## src/sv/c32e_pkg.sv

```systemverilog
// Shared types, sizes and CRC-32 matrix builders for the eight-byte CRC stream.
`default_nettype none
package c32e_pkg;

  localparam int BYTES_PER_ITEM = 8;
  localparam int DATA_BYTES     = 8;
  localparam int LANES          = (BYTES_PER_ITEM < DATA_BYTES) ? BYTES_PER_ITEM : DATA_BYTES;
  localparam int CNT_W          = $clog2(LANES + 1);
  localparam int IDX_W          = (LANES > 1) ? $clog2(LANES) : 1;
  localparam int VB_W           = 4;
  localparam int SEED_W         = 32;
  localparam int IN_FIELDS_W    = 8 * DATA_BYTES + VB_W + SEED_W;
  localparam int IN_TDATA_W     = ((IN_FIELDS_W + 7) / 8) * 8;
  localparam int OUT_TDATA_W    = 32;

  localparam logic [31:0] CRC_POLY = 32'hEDB88320;
  localparam logic [31:0] CRC_ONES = 32'hFFFFFFFF;

  typedef logic [31:0]           crc_t;
  typedef logic [31:0][31:0]     mat32_t;  // [input bit] -> output column
  typedef logic [7:0][31:0]      mat8_t;
  typedef logic [LANES-1:0][31:0] lane_vec_t;

  // Shift nbits zero bits through the reflected LFSR (elaboration only).
  function automatic crc_t crc_shift_bits(crc_t c, int nbits);
    crc_t r;
    r = c;
    for (int k = 0; k < nbits; k++) begin
      r = (r >> 1) ^ (r[0] ? CRC_POLY : 32'h0);
    end
    return r;
  endfunction

  // Linear map of the register advanced over n zero bytes.
  function automatic mat32_t adv_mat(int n);
    mat32_t m;
    for (int j = 0; j < 32; j++) begin
      m[j] = crc_shift_bits(crc_t'(1) << j, 8 * n);
    end
    return m;
  endfunction

  // Contribution of one byte that is followed by d more bytes.
  function automatic mat8_t lane_mat(int d);
    mat8_t m;
    for (int k = 0; k < 8; k++) begin
      m[k] = crc_shift_bits(crc_shift_bits(crc_t'(1) << k, 8), 8 * d);
    end
    return m;
  endfunction

  function automatic crc_t apply32(mat32_t m, crc_t x);
    crc_t r;
    r = '0;
    for (int j = 0; j < 32; j++) begin
      if (x[j]) r = r ^ m[j];
    end
    return r;
  endfunction

  function automatic crc_t apply8(mat8_t m, logic [7:0] b);
    crc_t r;
    r = '0;
    for (int k = 0; k < 8; k++) begin
      if (b[k]) r = r ^ m[k];
    end
    return r;
  endfunction

endpackage
`default_nettype wire

```

## src/sv/c32e_lane.sv

```systemverilog
// One byte lane: CRC contribution of its byte given the item's byte count.
`default_nettype none
module c32e_lane
  import c32e_pkg::*;
(
  input  wire logic [7:0]       lane_byte,
  input  wire logic [CNT_W-1:0] cnt,
  input  wire logic [IDX_W-1:0] lane_idx,
  output logic [31:0]           contrib
);

  crc_t              cand [LANES];
  logic [IDX_W-1:0]  tail_cnt;
  logic              active;

  for (genvar d = 0; d < LANES; d++) begin : g_tail
    localparam mat8_t M = lane_mat(d);
    assign cand[d] = apply8(M, lane_byte);
  end

  // bytes still to come after this one
  assign active   = CNT_W'(lane_idx) < cnt;
  assign tail_cnt = IDX_W'(cnt - CNT_W'(lane_idx) - CNT_W'(1));

  always_comb begin
    contrib = '0;
    if (active) contrib = cand[tail_cnt];
  end

endmodule
`default_nettype wire

```

## src/sv/c32e_merge.sv

```systemverilog
// Merge stage: advance the start value by the byte count and fold in all lanes.
`default_nettype none
module c32e_merge
  import c32e_pkg::*;
(
  input  wire logic [31:0]      start,
  input  wire logic [CNT_W-1:0] cnt,
  input  wire lane_vec_t        lanes,
  output logic [31:0]           crc_nxt
);

  crc_t adv [LANES+1];
  crc_t lane_xor;

  for (genvar n = 0; n <= LANES; n++) begin : g_adv
    localparam mat32_t M = adv_mat(n);
    assign adv[n] = apply32(M, start);
  end

  always_comb begin
    lane_xor = '0;
    for (int i = 0; i < LANES; i++) begin
      lane_xor = lane_xor ^ lanes[i];
    end
  end

  assign crc_nxt = adv[cnt] ^ lane_xor;

endmodule
`default_nettype wire

```

## src/sv/crc32_eight_byte_stream.sv

```systemverilog
// Top level: reflected CRC-32 over up to eight bytes per request, one request per cycle unless a held result stalls.
//
//  channel | dir | handshake            | payload
//  in_     | in  | tvalid/tready/tlast  | tdata: data, valid_bytes, seed; tuser: first
//  out_    | out | tvalid/tready        | tdata: crc_value
//
// One request per cycle sustained while no held result stalls; path: lane stage reg, then merge into output reg.
// The rate is set by the running-CRC loop: register -> count-selected advance matrix -> XOR.
// Reset clears the stage valids and loads the running CRC with all ones.
// A held result stalls only a tlast request in the merge stage, and the input behind it;
// requests without tlast keep flowing past it.
`default_nettype none
module crc32_eight_byte_stream
  import c32e_pkg::*;
(
  input  wire logic                   clk,
  input  wire logic                   rst_n,
  input  wire logic                   in_tvalid,
  output logic                        in_tready,
  // [63:0] data, [67:64] valid_bytes, [99:68] seed, rest zero
  input  wire logic [IN_TDATA_W-1:0]  in_tdata,
  // [0] first
  input  wire logic                   in_tuser,
  input  wire logic                   in_tlast,
  output logic                        out_tvalid,
  input  wire logic                   out_tready,
  // [31:0] crc_value
  output logic [OUT_TDATA_W-1:0]      out_tdata
);

  logic [VB_W-1:0]  in_vb;
  logic [CNT_W-1:0] in_cnt;
  lane_vec_t        lane_res;

  lane_vec_t        s1_lane_r;
  logic [CNT_W-1:0] s1_cnt_r;
  logic             s1_first_r;
  logic [31:0]      s1_seed_r;
  logic             s1_last_r;
  logic             s1_valid_r, s1_valid_nxt;

  crc_t             running_r, running_nxt;
  crc_t             start;
  crc_t             crc_nxt;
  logic             out_free;
  logic             s1_fire;
  logic             in_fire;
  logic             out_valid_r, out_valid_nxt;
  logic [31:0]      out_data_r;

  assign in_vb  = in_tdata[8*DATA_BYTES +: VB_W];
  assign in_cnt = (in_vb > VB_W'(LANES)) ? CNT_W'(LANES) : CNT_W'(in_vb);

  for (genvar i = 0; i < LANES; i++) begin : g_lane
    c32e_lane u_lane (
      .lane_byte (in_tdata[8*i +: 8]),
      .cnt       (in_cnt),
      .lane_idx  (IDX_W'(i)),
      .contrib   (lane_res[i])
    );
  end

  assign out_free  = !out_valid_r || out_tready;
  assign s1_fire   = s1_valid_r && (!s1_last_r || out_free);
  assign in_tready = !s1_valid_r || s1_fire;
  assign in_fire   = in_tvalid && in_tready;

  assign start = s1_first_r ? ~s1_seed_r : running_r;

  c32e_merge u_merge (
    .start   (start),
    .cnt     (s1_cnt_r),
    .lanes   (s1_lane_r),
    .crc_nxt (crc_nxt)
  );

  always_comb begin
    s1_valid_nxt = s1_valid_r;
    if (in_fire) s1_valid_nxt = 1'b1;
    else if (s1_fire) s1_valid_nxt = 1'b0;

    running_nxt = running_r;
    if (s1_fire) running_nxt = s1_last_r ? CRC_ONES : crc_nxt;

    out_valid_nxt = out_valid_r && !out_tready;
    if (s1_fire && s1_last_r) out_valid_nxt = 1'b1;
  end

  always_ff @(posedge clk) begin
    if (!rst_n) begin
      s1_valid_r  <= 1'b0;
      out_valid_r <= 1'b0;
      running_r   <= CRC_ONES;
    end else begin
      s1_valid_r  <= s1_valid_nxt;
      out_valid_r <= out_valid_nxt;
      running_r   <= running_nxt;
    end
  end

  always_ff @(posedge clk) begin
    if (in_fire) begin
      s1_lane_r  <= lane_res;
      s1_cnt_r   <= in_cnt;
      s1_first_r <= in_tuser;
      s1_seed_r  <= in_tdata[8*DATA_BYTES+VB_W +: SEED_W];
      s1_last_r  <= in_tlast;
    end
    if (s1_fire && s1_last_r) out_data_r <= ~crc_nxt;
  end

  assign out_tvalid = out_valid_r;
  assign out_tdata  = out_data_r;

`ifndef SYNTHESIS
  a_ready_when_empty: assert property (@(posedge clk) disable iff (!rst_n)
    !s1_valid_r |-> in_tready)
    else $error("input stalled with empty lane stage");

  a_reinit_after_last: assert property (@(posedge clk) disable iff (!rst_n)
    s1_fire && s1_last_r |=> running_r == CRC_ONES)
    else $error("running CRC not reinitialized after last");

  a_out_only_on_last: assert property (@(posedge clk) disable iff (!rst_n)
    $rose(out_tvalid) |-> $past(s1_fire && s1_last_r))
    else $error("result appeared without a last request");

  a_cnt_saturated: assert property (@(posedge clk) disable iff (!rst_n)
    s1_valid_r |-> s1_cnt_r <= CNT_W'(LANES))
    else $error("byte count exceeds lane count");
`endif

endmodule
`default_nettype wire
```

## config.mk

```make
export PLATFORM = sky130hd
export DESIGN_NAME = crc32_eight_byte_stream
export DESIGN_NICKNAME = d
export VERILOG_FILES = /design/src/sv/c32e_pkg.sv /design/src/sv/c32e_lane.sv /design/src/sv/c32e_merge.sv /design/src/sv/crc32_eight_byte_stream.sv
export SDC_FILE = /design/constraint.sdc
export NUM_CORES = 2
export LEC_CHECK = 0
export BUFFER_PORTS_ARGS = -buffer_cell sky130_fd_sc_hd__buf_4
export CAP_MARGIN = 5
export CELL_PAD_IN_SITES_DETAIL_PLACEMENT = 2
export CELL_PAD_IN_SITES_GLOBAL_PLACEMENT = 2
export CORE_MARGIN = 3
export CORE_UTILIZATION = 37
export DETAILED_ROUTE_END_ITERATION = 8
export PLACE_DENSITY_LB_ADDON = 0.1
export SYNTH_ARGS = -nofsm -noshare
export SYNTH_HDL_FRONTEND = slang
export SYNTH_SLANG_ARGS = --single-unit
```

## constraint.sdc

```tcl
create_clock -name clk -period 18.1 [get_ports clk]
set_input_delay 1.81 -clock clk [delete_from_list [all_inputs] [get_ports clk]]
set_output_delay 1.81 -clock clk [all_outputs]
set_load 0.02 [all_outputs]
```

==> reports/qor_table.md <==
| Quantity | This run |
|:---|:---|
| Top flip-flop cell by instance count after synthesis | sky130_fd_sc_hd__edfxtp_1 |
| Skew-Pair Late Insertion Delay | 0.67 ns |
| Proportion of synthesized chip area in sequential cells | 19.5% |
| Per-instance average area after synthesis | 8.67 um2 |
| Number of enable-type register cells in the synthesized netlist | 326 |
| Fin. max-slew vios | 5 |
| Total iterations of the first detailed-routing run | 5 |
| Area of the die | 150000 um2 |
| Count of endpoints failing hold in the final timing report | 0 |
| Num CTS Buffers | 48 |
| Final HPWL DP | 231000 um |
| Transition time at the pin with the least slew margin | 1.53 ns |
| Worst slew margin relative to its limit | -2.03% |
| Aggregate global-route resource usage | 41.1% |
| Via count normalized by instance count | 6.22 |
| Part of the cycle the worst path needs | 38.3% |
| Violations in the final reports | capacitance limit, slew limit |
| Post-CTS Setup Repair Bufs | 0 |
| Number of cells produced by synthesis | 6203 |
| Die X-Extent | 387 um |
| Layout area overhead | 10.2% |
| Remaining design rule violation count | 0 |
| Crit. path cell count | 12 |
| # resized after CTS | 0 |
| Row count | 139 |
| Hold path startpoint | running_r[19] |
| Remaining Overflow, GRT | 0 |
| P_leak | 0.0210 uW |
| Maximum count of clock buffers along a single path | 3 |
| Clock tree from TritonCTS | done |
| Slowest stage delay, CP | 0.75 ns |
| Nets | 6237 |
| H-Tree Depth | 2 |
| Signal arrival time at the worst endpoint | 7.28 ns |
| Maximum number of pins on one net before global-route repair | 168 |
| Placer's final routability congestion estimate | 1.04 |
| Most common cell on crit path | sky130_fd_sc_hd__buf_4 |
| First-pass GRT wire length | 435000 um |
| Final Critical Period | 6.93 ns |
| Fin Clk Skew | 0.0255 ns |
| Number of clock sinks | 360 |
| Required time of the critical path | 18.45 ns |
| Min-Delay Endpoint | running_r[19] |
| TNS Setup | 0 ns |
| Achievable frequency | 144 MHz |
| Bufs and invs on worst path | 6 |
| Drt wl/cell | 39.3 um |
| Kind of cell adding the most delay to the critical path | buffers and inverters |
| WL final | 317000 um |
| Yosys warnings | 0 |
| Post-synthesis async set-or-reset flop share | 0% |
| Top-Level Pins | 144 |
| Clock root cell | sky130_fd_sc_hd__clkbuf_16 |
| Critical-path maximum fanout | 153 |
| Number of max-cap violations | 1 |
| Vias in the first global route | 51400 |
| Launch point of the worst reg-to-reg path | s1_first_r |
| R2R cell count | 11 |
| Worst setup path category | input port to flip-flop |
| Count of unique library cells instantiated by Yosys | 84 |
| Post-Syn Area | 53800 um2 |
| Destination of the worst register-to-register timing path | out_tdata[23] |
| Area of the core | 144000 um2 |
| Number of nets in the synthesized netlist | 6316 |
| Die height | 387 um |
| Worst IR drop on VDD | 76.6 uV |
| Pwr dens | 149 nW/um2 |
| Class of the worst hold path | flip-flop to flip-flop |
| Register-to-Register Setup Slack | 11.69 ns |
| Slowest stage cell on the critical path | sky130_fd_sc_hd__buf_4 |
| Unrepaired setup endpoints after global routing | false |
| Instance count along the most critical hold path | 2 |
| Initial Utilization | 37.4% |
| Post-CTS Hold Fix Bufs | 0 |
| Share of post-route cells with drive strength above 1 | 12.0% |
| Post-layout utilization of the core | 41.2% |
| Number of nets with antenna violations after routing | 0 |
| Cell Chain, Critical Path | buf_4, inv_2, nand2_4, buf_12, inv_8, ha_1, inv_1, xnor2_2, buf_4, o21ai_0, nor3_1, a311oi_1 |
| Number of register bits inferred by synthesis | 360 |
| Result of the run | finished with violations |
| CP Launch Type | input port |
| Final setup viols | 0 |
| Initial antenna violation count | 11 |
| DRC marker count from the first detailed-route iteration | 4958 |
| Critical path capture point type | flip-flop |
| # port buffers | 139 |
| Clock-pin slew reported for the worst setup and hold paths after clock tree synthesis | 0.06 ns |
| Vias | 50200 |
## cells in the final DEF, fill, tap and decap left out, types with 115 or more instances in the layout
cell                       instances
sky130_fd_sc_hd__xor2_1          853
sky130_fd_sc_hd__xnor2_1        1642
sky130_fd_sc_hd__a211oi_1        137
sky130_fd_sc_hd__nand2_1         455
sky130_fd_sc_hd__a21oi_1         361
sky130_fd_sc_hd__nor2_1          464
sky130_fd_sc_hd__edfxtp_1        326
sky130_fd_sc_hd__xnor3_1         115
sky130_fd_sc_hd__o21ai_0         314
sky130_fd_sc_hd__buf_4           430
## area by class of cell
| class | count | area [um2] |
|---|---|---|
| clock buffers | 65 | 1360 |
| fillers | 16000 | 84700 |
| clock inverters | 22 | 262 |
| well taps | 1903 | 2380 |
| inverters | 15 | 78.8 |
| flip-flops and latches | 360 | 10500 |
| multi-input cells | 5266 | 41400 |
| diodes | 5 | 12.5 |
| repair buffers | 433 | 3290 |
## registers in the layout, summed over array words and instances, names as in the netlist
signal and count:
running_r 32, s1_seed_r 32, s1_first_r 1, s1_valid_r 1, out_tvalid 1, s1_lane_r 256, s1_last_r 1, out_tdata 32
s1_cnt_r 4
## per-layer routing
metal / part of all wire, % / global-route usage (%) / wire, um
met5: 0.017 / 0 / 54
met4: 7.9 / 26.2 / 24900
met3: 7.4 / 7.02 / 23400
met2: 44 / 64.1 / 140000
met1: 41 / 52.6 / 129000
## how the worst max path moves through the flow
| stage | from | slack [ns] | end |
|---|---|---|---|
| finish | in_tdata[67] | 11.17 | s1_lane_r[222] |
| global route | in_tdata[67] | 10.85 | s1_lane_r[213] |
| CTS | in_tdata[67] | 11.21 | s1_lane_r[213] |
| detailed placement | in_tdata[67] | 10.52 | s1_lane_r[213] |
| global placement | in_tdata[67] | 10.59 | s1_lane_r[213] |
| floorplan | out_tready | 0.52 | s1_cnt_r[0] |
## worst reg2reg max path: cells and delay by family, from the launching register on
kind	cells	cell delay, ns
AO/OA/AOI/OAI	3	0.97
XOR/XNOR	4	2.04
buffers and inverters	3	1.72
flip-flops	1	0.34
multiplexers	1	1.02
## synth_stat cells (77+ instances only)
cell / instances / area, um2
sky130_fd_sc_hd__xor2_1: 859 / 7520
sky130_fd_sc_hd__a21oi_1: 364 / 1820
sky130_fd_sc_hd__edfxtp_1: 326 / 9790
sky130_fd_sc_hd__nor2_1: 472 / 1770
sky130_fd_sc_hd__buf_2: 77 / 385
sky130_fd_sc_hd__a211oi_1: 137 / 1030
sky130_fd_sc_hd__buf_1: 117 / 439
sky130_fd_sc_hd__mux2i_1: 109 / 1090
sky130_fd_sc_hd__xnor2_1: 1660 / 14500
sky130_fd_sc_hd__nor3_1: 83 / 415
sky130_fd_sc_hd__clkbuf_1: 343 / 1290
sky130_fd_sc_hd__xnor3_1: 115 / 2590
sky130_fd_sc_hd__o211ai_1: 103 / 773
sky130_fd_sc_hd__o21ai_0: 321 / 1610
sky130_fd_sc_hd__nand2_1: 457 / 1720
## report_power, final
part / total, uW / switching, uW / leakage [uW] / internal [uW]
clock: 1000 / 439 / 0.000777 / 562
combinational: 6630 / 4140 / 0.0167 / 2490
sequential: 1230 / 140 / 0.00354 / 1090
total: 8860 / 4720 / 0.0210 / 4140
## per-stage QoR
step           instance area (um2)  hold slack (ns)  cells  setup slack [ns]  power [uW]
2_1_floorplan                53800            0.537   6203             0.523        5150
3_3_place_gp                 57700            0.477   7977             10.59        7550
3_5_place_dp                 57700            0.488   7977             10.52        7630
4_1_cts                      59300            0.499   8064             11.21        8680
5_1_grt                      59300            0.525   8064             10.85        9070
6_report                     59300            0.496   8069             11.17        8860
## cell families (layout without fill, tap and decap cells)
group / after synthesis / after routing / share of synthesized area (%)
xor gates and xnor gates: 2652 / 2652 / 46.5
AOI/OAI and AO/OA: 1248 / 1248 / 14.4
and+or+nand+nor: 1127 / 1127 / 8.56
buffers and inverters: 577 / 535 / 4.50
DFF: 360 / 360 / 19.5
muxes: 236 / 236 / 6.45
adders and majority gates: 3 / 3 / 0.0698
other: 0 / 5 / 0
Note: power is estimated with default switching activity, not from simulation.
